==> src/hdl/bse_pkg.sv <==
// Shared definitions for the bubble sort engine: default sizes and the
// command and status bundles between the controller and the datapath.
// Depends on nothing; bubble_sort_engine, bse_ctrl and bse_dp import it.
package bse_pkg;

  localparam int DEPTH_DEF       = 16;
  localparam int VALUE_WIDTH_DEF = 32;

  // Commands issued by the controller, one group per controller state.
  typedef struct packed {
    logic store;       // Input transaction accepted; keep its value if room.
    logic set_end;     // The accepted transaction closes the set.
    logic sort_start;  // Fetch element 0 for the first pass.
    logic first;       // Latch element 0 as the carried value, fetch element 1.
    logic pair;        // Compare the carried value with the fetched neighbor.
    logic pass_end;    // Write the carried value at the pass limit.
    logic emit_start;  // Fetch element 0 for output.
    logic emit_step;   // Move a fetched element to the output register.
  } cmd_t;

  // Status returned by the datapath.
  typedef struct packed {
    logic single;      // Buffer is empty, so a closing item makes a set of one.
    logic last_pair;   // Current pair is the final one of this pass.
    logic pass_done;   // Current pass is the final one.
    logic emit_last;   // Element being sent is the final one of the set.
    logic out_free;    // Output register can take an element this cycle.
  } sts_t;

endpackage

==> src/hdl/bubble_sort_engine.sv <==
// Top level of the bubble sort engine: stable ascending sort of a set of
// signed values. Depends on bse_pkg, bse_ctrl, bse_dp (and bse_ram below it).
//
//   Channel  Dir  Handshake          Payload
//   s_*      in   s_tvalid/s_tready  s_tdata: value; s_tlast: last_item
//   m_*      out  m_tvalid/m_tready  m_tdata: sorted_value; m_tlast: last_result
//
// Loading accepts one input transaction per cycle while s_tvalid is high.
// Once a set of n elements is closed, with n of two or more, the sort runs
// S_PASS and then, for every pass, S_FIRST, one S_PAIR step per compare and
// swap, and S_PEND; the compares and swaps share the single write and
// single read port of the element buffer. A set of one element skips the
// sort. Output then runs through S_EMIT_RD and S_EMIT; a stall simply holds
// the output register and the buffer read. Reset returns the engine to
// loading with an empty buffer; buffer contents are not cleared, as only
// written entries are ever read. A new set may start loading while the
// final result of the previous set still waits in the output register.
module bubble_sort_engine #(
  parameter int DEPTH       = bse_pkg::DEPTH_DEF,
  parameter int VALUE_WIDTH = bse_pkg::VALUE_WIDTH_DEF,
  parameter int TDATA_WIDTH = ((VALUE_WIDTH + 7) / 8) * 8
) (
  input  logic                   clk,
  input  logic                   rst,
  input  logic                   s_tvalid,
  output logic                   s_tready,
  input  logic [TDATA_WIDTH-1:0] s_tdata,   // From bit 0: value, then zero fill.
  input  logic                   s_tlast,   // Marks the final element of a set.
  output logic                   m_tvalid,
  input  logic                   m_tready,
  output logic [TDATA_WIDTH-1:0] m_tdata,   // From bit 0: sorted_value, then zero fill.
  output logic                   m_tlast    // Marks the final sorted element.
);

  import bse_pkg::*;

  cmd_t cmd;
  sts_t sts;

  // The controller owns the sequence; the datapath owns all storage.
  bse_ctrl u_ctrl (
    .clk     (clk),
    .rst     (rst),
    .s_tvalid(s_tvalid),
    .s_tlast (s_tlast),
    .s_tready(s_tready),
    .sts     (sts),
    .cmd     (cmd)
  );

  bse_dp #(
    .DEPTH      (DEPTH),
    .VALUE_WIDTH(VALUE_WIDTH),
    .TDATA_WIDTH(TDATA_WIDTH)
  ) u_dp (
    .clk     (clk),
    .rst     (rst),
    .cmd     (cmd),
    .sts     (sts),
    .s_tdata (s_tdata),
    .m_tvalid(m_tvalid),
    .m_tready(m_tready),
    .m_tdata (m_tdata),
    .m_tlast (m_tlast)
  );

  // A set of one element skips sorting and goes straight to output.
  a_single_skips_sort: assert property (@(posedge clk) disable iff (rst)
    (cmd.set_end && sts.single) |=> cmd.emit_start)
    else $error("single-element set did not go straight to output");

  // A larger set stops input while it is sorted.
  a_sort_blocks_input: assert property (@(posedge clk) disable iff (rst)
    (cmd.set_end && !sts.single) |=> !s_tready)
    else $error("input accepted while a set is being sorted");

  // Handing over the final element returns the engine to loading.
  a_final_reopens_input: assert property (@(posedge clk) disable iff (rst)
    (cmd.emit_step && sts.out_free && sts.emit_last) |=> (s_tready && m_tvalid && m_tlast))
    else $error("engine did not return to loading after the final element");

  // The buffer is never written while elements are being sent out.
  a_no_store_in_output: assert property (@(posedge clk) disable iff (rst)
    cmd.emit_step |-> !(cmd.store || cmd.pair || cmd.pass_end))
    else $error("buffer written during output");

endmodule

==> src/hdl/bse_ram.sv <==
// Generic single-write, single-read RAM with a registered read port.
// Depends on nothing.
module bse_ram #(
  parameter int WIDTH = 32,
  parameter int DEPTH = 16
) (
  input  logic                     clk,
  input  logic                     we,
  input  logic [$clog2(DEPTH)-1:0] waddr,
  input  logic [WIDTH-1:0]         wdata,
  input  logic                     re,
  input  logic [$clog2(DEPTH)-1:0] raddr,
  output logic [WIDTH-1:0]         rdata
);

  logic [WIDTH-1:0] mem [DEPTH];

  always_ff @(posedge clk) begin
    if (we) begin
      mem[waddr] <= wdata;
    end
    if (re) begin
      rdata <= mem[raddr];
    end
  end

endmodule

==> src/hdl/bse_dp.sv <==
// Datapath of the bubble sort engine: element buffer, carried value,
// indexes, comparator and output register.
// Depends on bse_pkg and bse_ram.
module bse_dp #(
  parameter int DEPTH       = bse_pkg::DEPTH_DEF,
  parameter int VALUE_WIDTH = bse_pkg::VALUE_WIDTH_DEF,
  parameter int TDATA_WIDTH = ((VALUE_WIDTH + 7) / 8) * 8
) (
  input  logic                   clk,
  input  logic                   rst,
  input  bse_pkg::cmd_t          cmd,
  output bse_pkg::sts_t          sts,
  input  logic [TDATA_WIDTH-1:0] s_tdata,
  output logic                   m_tvalid,
  input  logic                   m_tready,
  output logic [TDATA_WIDTH-1:0] m_tdata,
  output logic                   m_tlast
);

  import bse_pkg::*;

  localparam int AW = $clog2(DEPTH);
  localparam int CW = $clog2(DEPTH + 1);

  logic [CW-1:0]          count;
  logic [AW-1:0]          lim;
  logic [AW-1:0]          nlast;
  logic [AW-1:0]          j;
  logic [AW-1:0]          k;
  logic [VALUE_WIDTH-1:0] cur;

  logic                   we;
  logic [AW-1:0]          waddr;
  logic [VALUE_WIDTH-1:0] wdata;
  logic                   re;
  logic [AW-1:0]          raddr;
  logic [VALUE_WIDTH-1:0] rdata;

  logic full;
  logic gt;
  logic out_load;

  assign full     = (count == CW'(DEPTH));
  assign gt       = $signed(cur) > $signed(rdata);
  assign out_load = cmd.emit_step && sts.out_free;

  assign sts.single    = (count == '0);
  assign sts.last_pair = (j == lim - AW'(1));
  assign sts.pass_done = (lim == AW'(1));
  assign sts.emit_last = (k == nlast);
  assign sts.out_free  = !m_tvalid || m_tready;

  // Buffer port steering.
  always_comb begin
    we    = 1'b0;
    waddr = '0;
    wdata = cur;
    re    = 1'b0;
    raddr = '0;
    if (cmd.store && !full) begin
      we    = 1'b1;
      waddr = count[AW-1:0];
      wdata = s_tdata[VALUE_WIDTH-1:0];
    end
    if (cmd.sort_start || cmd.pass_end || cmd.emit_start) begin
      re = 1'b1;
    end
    if (cmd.first) begin
      re    = 1'b1;
      raddr = AW'(1);
    end
    if (cmd.pair) begin
      we    = 1'b1;
      waddr = j;
      wdata = gt ? rdata : cur;
      re    = !sts.last_pair;
      raddr = j + AW'(2);
    end
    if (cmd.pass_end) begin
      we    = 1'b1;
      waddr = lim;
      wdata = cur;
    end
    if (out_load) begin
      re    = !sts.emit_last;
      raddr = k + AW'(1);
    end
  end

  bse_ram #(
    .WIDTH(VALUE_WIDTH),
    .DEPTH(DEPTH)
  ) u_ram (
    .clk  (clk),
    .we   (we),
    .waddr(waddr),
    .wdata(wdata),
    .re   (re),
    .raddr(raddr),
    .rdata(rdata)
  );

  always_ff @(posedge clk) begin
    if (rst) begin
      count <= '0;
    end else if (cmd.set_end) begin
      count <= '0;
    end else if (cmd.store && !full) begin
      count <= count + CW'(1);
    end
  end

  always_ff @(posedge clk) begin
    if (cmd.set_end) begin
      lim   <= full ? AW'(DEPTH - 1) : count[AW-1:0];
      nlast <= full ? AW'(DEPTH - 1) : count[AW-1:0];
    end else if (cmd.pass_end) begin
      lim <= lim - AW'(1);
    end
    if (cmd.first) begin
      cur <= rdata;
      j   <= '0;
    end else if (cmd.pair) begin
      cur <= gt ? cur : rdata;
      j   <= j + AW'(1);
    end
    if (cmd.emit_start) begin
      k <= '0;
    end else if (out_load) begin
      k <= k + AW'(1);
    end
  end

  always_ff @(posedge clk) begin
    if (rst) begin
      m_tvalid <= 1'b0;
    end else if (out_load) begin
      m_tvalid <= 1'b1;
    end else if (m_tready) begin
      m_tvalid <= 1'b0;
    end
  end

  always_ff @(posedge clk) begin
    if (out_load) begin
      m_tdata <= TDATA_WIDTH'(rdata);
      m_tlast <= sts.emit_last;
    end
  end

endmodule

==> src/hdl/bse_ctrl.sv <==
// Controller of the bubble sort engine: the state machine that sequences
// loading, the sort passes and the output of one set.
// Depends on bse_pkg.
module bse_ctrl (
  input  logic          clk,
  input  logic          rst,
  input  logic          s_tvalid,
  input  logic          s_tlast,
  output logic          s_tready,
  input  bse_pkg::sts_t sts,
  output bse_pkg::cmd_t cmd
);

  import bse_pkg::*;

  typedef enum logic [6:0] {
    S_LOAD    = 7'b0000001,
    S_PASS    = 7'b0000010,
    S_FIRST   = 7'b0000100,
    S_PAIR    = 7'b0001000,
    S_PEND    = 7'b0010000,
    S_EMIT_RD = 7'b0100000,
    S_EMIT    = 7'b1000000
  } state_t;

  state_t state;
  state_t state_next;
  logic   accept;

  assign s_tready = (state == S_LOAD);
  assign accept   = s_tvalid && s_tready;

  always_comb begin
    cmd            = '0;
    state_next     = state;
    cmd.store      = accept;
    cmd.set_end    = accept && s_tlast;
    unique case (state)
      S_LOAD: begin
        if (accept && s_tlast) begin
          state_next = sts.single ? S_EMIT_RD : S_PASS;
        end
      end
      S_PASS: begin
        cmd.sort_start = 1'b1;
        state_next     = S_FIRST;
      end
      S_FIRST: begin
        cmd.first  = 1'b1;
        state_next = S_PAIR;
      end
      S_PAIR: begin
        cmd.pair = 1'b1;
        if (sts.last_pair) begin
          state_next = S_PEND;
        end
      end
      S_PEND: begin
        cmd.pass_end = 1'b1;
        state_next   = sts.pass_done ? S_EMIT_RD : S_FIRST;
      end
      S_EMIT_RD: begin
        cmd.emit_start = 1'b1;
        state_next     = S_EMIT;
      end
      S_EMIT: begin
        cmd.emit_step = 1'b1;
        if (sts.out_free && sts.emit_last) begin
          state_next = S_LOAD;
        end
      end
      default: begin
        state_next = S_LOAD;
      end
    endcase
  end

  always_ff @(posedge clk) begin
    if (rst) begin
      state <= S_LOAD;
    end else begin
      state <= state_next;
    end
  end

endmodule
==> config.mk <==
export PLATFORM = sky130hd
export DESIGN_NAME = bubble_sort_engine
export DESIGN_NICKNAME = d
export VERILOG_FILES = /design/src/hdl/bse_pkg.sv /design/src/hdl/bubble_sort_engine.sv /design/src/hdl/bse_ram.sv /design/src/hdl/bse_dp.sv /design/src/hdl/bse_ctrl.sv
export SDC_FILE = /design/constraint.sdc
export NUM_CORES = 1
export LEC_CHECK = 0
export BUFFER_PORTS_ARGS = -buffer_cell sky130_fd_sc_hd__clkbuf_2
export CAP_MARGIN = 20
export CORE_UTILIZATION = 50
export CTS_CLUSTER_DIAMETER = 200
export DETAILED_ROUTE_END_ITERATION = 10
export GPL_TIMING_DRIVEN = 0
export PLACE_DENSITY_LB_ADDON = 0.1
export SETUP_SLACK_MARGIN = 0.02
export SYNTH_ARGS = -nofsm -noshare
export SYNTH_HDL_FRONTEND = slang
export SYNTH_SLANG_ARGS = --single-unit
==> constraint.sdc <==
create_clock -name clk -period 7.3 [get_ports clk]
set_input_delay 1.825 -clock clk [delete_from_list [all_inputs] [get_ports clk]]
set_output_delay 1.825 -clock clk [all_outputs]
set_load 0.02 [all_outputs]
==> flow_metrics.env <==
export IMPL_fin_crit_sh_pct=72.33
export IMPL_die_h_um=230.2
export IMPL_r2r_end="u_dp.u_ram.mem[14][16]"
export IMPL_coreArea_um2=51410
export IMPL_cts_clk_slew_worst_paths_ps=60
export IMPL_critPathLaunchType="primary input"
export IMPL_die_w_um=230.2
export IMPL_grtUsageTotal_pct=27.35
export IMPL_drc=0
export IMPL_setup_worst_path_class="in2reg"
export IMPL_placed_area_um2=27950
export IMPL_viasPerCell=5.766
export IMPL_clockBufferDepth=3
export IMPL_pin_count=72
export IMPL_cts_resized=0
export IMPL_synthArstFlopShare_pct=0
export IMPL_synth_nets=2053
export IMPL_cts_setup_buffers=0
export IMPL_relSlewSlack_pct=23.40
export IMPL_end_kind="register"
export IMPL_cap_violations=0
export IMPL_grt_antenna_before_repair=0
export IMPL_synth_mux_area_share_pct=0.09127
export IMPL_setup_ws_ps=2020
export IMPL_synth_edf_count=617
export IMPL_power_density_nw_per_um2=299.5
export IMPL_synthAdderAreaFrac_pct=1.873
export IMPL_die_area_um2=53010
export IMPL_cts_buffers=69
export IMPL_initial_core_util_pct=50.67
export IMPL_ys_seq_elements=638
export IMPL_n_antenna_cell=0
export IMPL_ctsHoldBuffers=0
export IMPL_path_max_fanout=39
export IMPL_synthSimpleGateAreaFrac_pct=12.01
export IMPL_arrival_ps=5650
export IMPL_postRouteAntennaNets=0
export IMPL_synth_compound_area_share_pct=9.386
export IMPL_ys_flop_type="edfxtp_1"
export IMPL_power_mw=9.049
export IMPL_grt_max_degree=40
export IMPL_final_nets=2246
export IMPL_p_leak_nw=10.38
export IMPL_netlist_area_um2=26050
export IMPL_crit_required_ps=7670
export IMPL_avgSynthCellArea_um2=13.18
export IMPL_rsz0062_at_grt="false"
export IMPL_place_gp_congestion=0.8271
export IMPL_yosysUniqueCellTypes=58
export IMPL_syn_inst=1977
export IMPL_layout_min_cycle_time_ps=5280
export IMPL_fmax_ghz=0.1894
export IMPL_io_buffers=70
export IMPL_reg2reg_depth=13
export IMPL_synth_xor_area_share_pct=0.7734
export IMPL_yosysSeqAreaShare_pct=72.74
export IMPL_synth_top_family_by_area="simple AND/OR/NAND/NOR gates"
export IMPL_cts_sinks=638
export IMPL_wire_per_inst_um=24.54
export IMPL_area_delta_synth_final_pct=15.99
export IMPL_first_global_vias=16364
export IMPL_clockRootBuffer="clkbuf_16"
export IMPL_drt_initial_drc_count=1828
export IMPL_vias=16710
export IMPL_status="completed"
export IMPL_ys_warn_count=0
export IMPL_fin_util_pct=58.77
export IMPL_first_pass_iters=5
export IMPL_fin_area_um2=30210
export IMPL_whs_ps=502.8
export IMPL_place_ws_ps=1444
export IMPL_worst_r2r_setup_slack_ps=2180
export IMPL_rows=83
export IMPL_setup_viol=0
export IMPL_critPathLaunch="m_tready"
export IMPL_skew_ps=16.41
export IMPL_max_vdd_ir_drop_mv=0.2201
export IMPL_grt_first_pass_wirelength_um=105200
export IMPL_drt_wl_total_um=71110
export IMPL_hold_viol_final=0
export IMPL_reg2reg_from="u_dp.u_ram.rdata[31]"
export IMPL_grt_remaining_overflow=0
export IMPL_hp_class="reg2reg"
export IMPL_ctsHtreeMaxLevel=3
export IMPL_drive_above_1_share_pct=13.80
export IMPL_post_dp_hpwl_um=47440
export IMPL_clk_latency_ps=610
export IMPL_cp_endpoint="u_dp.u_ram.rdata[22]"
export IMPL_tightest_slew_ps=1149
export IMPL_drv_slew=0
export IMPL_cts_tree="yes"
[worst min path at each step]
stage	from	to	slack [ps]	cells after the start
finish	u_dp.u_ram.rdata[8]	u_dp.m_tdata[8]	500	0
global placement	u_dp.u_ram.rdata[7]	u_dp.cur[7]	480	0
global route	u_dp.u_ram.rdata[28]	u_dp.cur[28]	510	0
detailed placement	u_dp.u_ram.rdata[4]	u_dp.cur[4]	490	0
CTS	u_dp.u_ram.rdata[4]	u_dp.cur[4]	500	0
floorplan	u_dp.u_ram.rdata[10]	u_dp.cur[10]	470	0
[report_power, final]
group          leakage, nW  internal, mW  total, mW  switching, mW
logic                 3.65         0.352       1.17          0.822
clock network         1.01          1.89       3.28           1.39
registers             5.72          4.53       4.59         0.0647
[kinds of logic after synthesis]
family,Yosys count
AOI/OAI and AO/OA,379
xor gates and xnor gates,23
adders and majority gates,39
buffers and inverters,185
DFF,638
muxes,2
and+or+nand+nor,711
[through the flow]
stage | cells | TNS [ps]
CTS | 2875 | 0
global placement | 2727 | -41340
detailed placement | 2756 | 0
floorplan | 1977 | 0
finish | 2898 | 0
global route | 2898 | 0
[flip-flops by register name (all words and copies together), names as in the netlist]
name / count
u_dp.m_tvalid: 1
u_dp.lim: 4
u_dp.u_ram.mem: 512
u_ctrl.state: 7
u_dp.m_tlast: 1
u_dp.u_ram.rdata: 32
u_dp.count: 5
u_dp.k: 4
u_dp.cur: 32
u_dp.m_tdata: 32
u_dp.j: 4
u_dp.nlast: 4
[Yosys cell counts (2+ instances only)]
cell,instances,area share [%]
a211oi_1,65,1.9
a21boi_0,2,0.058
a21o_1,3,0.086
a21oi_1,60,1.2
a221oi_1,3,0.10
a22oi_1,35,1.0
a31oi_1,65,1.6
and2_0,52,1.2
and2_1,14,0.34
and3_1,6,0.14
buf_1,3,0.043
buf_2,51,0.98
buf_4,6,0.17
buf_6,4,0.17
clkbuf_1,49,0.71
dfxtp_1,21,1.6
edfxtp_1,617,71
ha_1,39,1.9
inv_1,71,1.0
nand2_1,289,4.2
nand2b_1,5,0.12
nand3_1,72,1.4
nand4_1,8,0.19
nor2_1,232,3.3
nor2b_1,2,0.048
nor3_1,6,0.12
nor4_1,3,0.072
nor4_4,2,0.16
o21ai_0,75,1.4
o221ai_1,32,1.1
o22ai_1,32,0.77
or2_2,6,0.14
xnor2_1,6,0.20
xor2_1,17,0.57
[per-layer routing]
layer | global-route usage (%) | vias to the layer above | share of wire (%)
li1 | - | 7683 | -
met1 | 37.39 | 8271 | 42
met2 | 43.79 | 632 | 47
met3 | 5.593 | 124 | 7.8
met4 | 9.168 | 0 | 3.0
met5 | 0 | - | 0
[placed cells by master, fill, tap and decap left out, types with 7 or more instances in the layout]
cell type  count
nand4_1        8
buf_4         39
ha_1          39
clkbuf_2      70
o22ai_1       32
clkinv_1      19
inv_1         71
dfxtp_1       21
nor2_4        17
buf_2         51
a22oi_1       35
nand3_1       72
a21oi_1       60
nand2_1      289
and2_1        14
buf_12         7
and2_0        52
clkbuf_1      65
clkbuf_16     73
o21ai_0       74
a211oi_1      65
buf_16        12
a31oi_1       64
xor2_1        17
edfxtp_1     617
nor2_1       216
o221ai_1      32
[area by class of cell]
type | instances | area [µm²]
plain buffers | 113 | 540.5
clock buffers | 89 | 1887
clock inverters | 30 | 205.2
fillers | 4069 | 21190
inverters | 72 | 271.5
multi-input cells | 1154 | 6440
flip-flops and latches | 638 | 18950
well taps | 680 | 850.8
repair buffers | 122 | 1069
[critical path, cell delays in order]
cell,delay [ps]
clkbuf_2,70
nand2b_1,220
nand4_4,200
clkinv_2,750
a2bb2oi_2,720
buf_6,220
buf_2,320
clkbuf_1,630
nand2_1,110
a31oi_1,250
a22oi_1,120
o221ai_1,200
No activity file was read; power rests on OpenSTA's default activity.
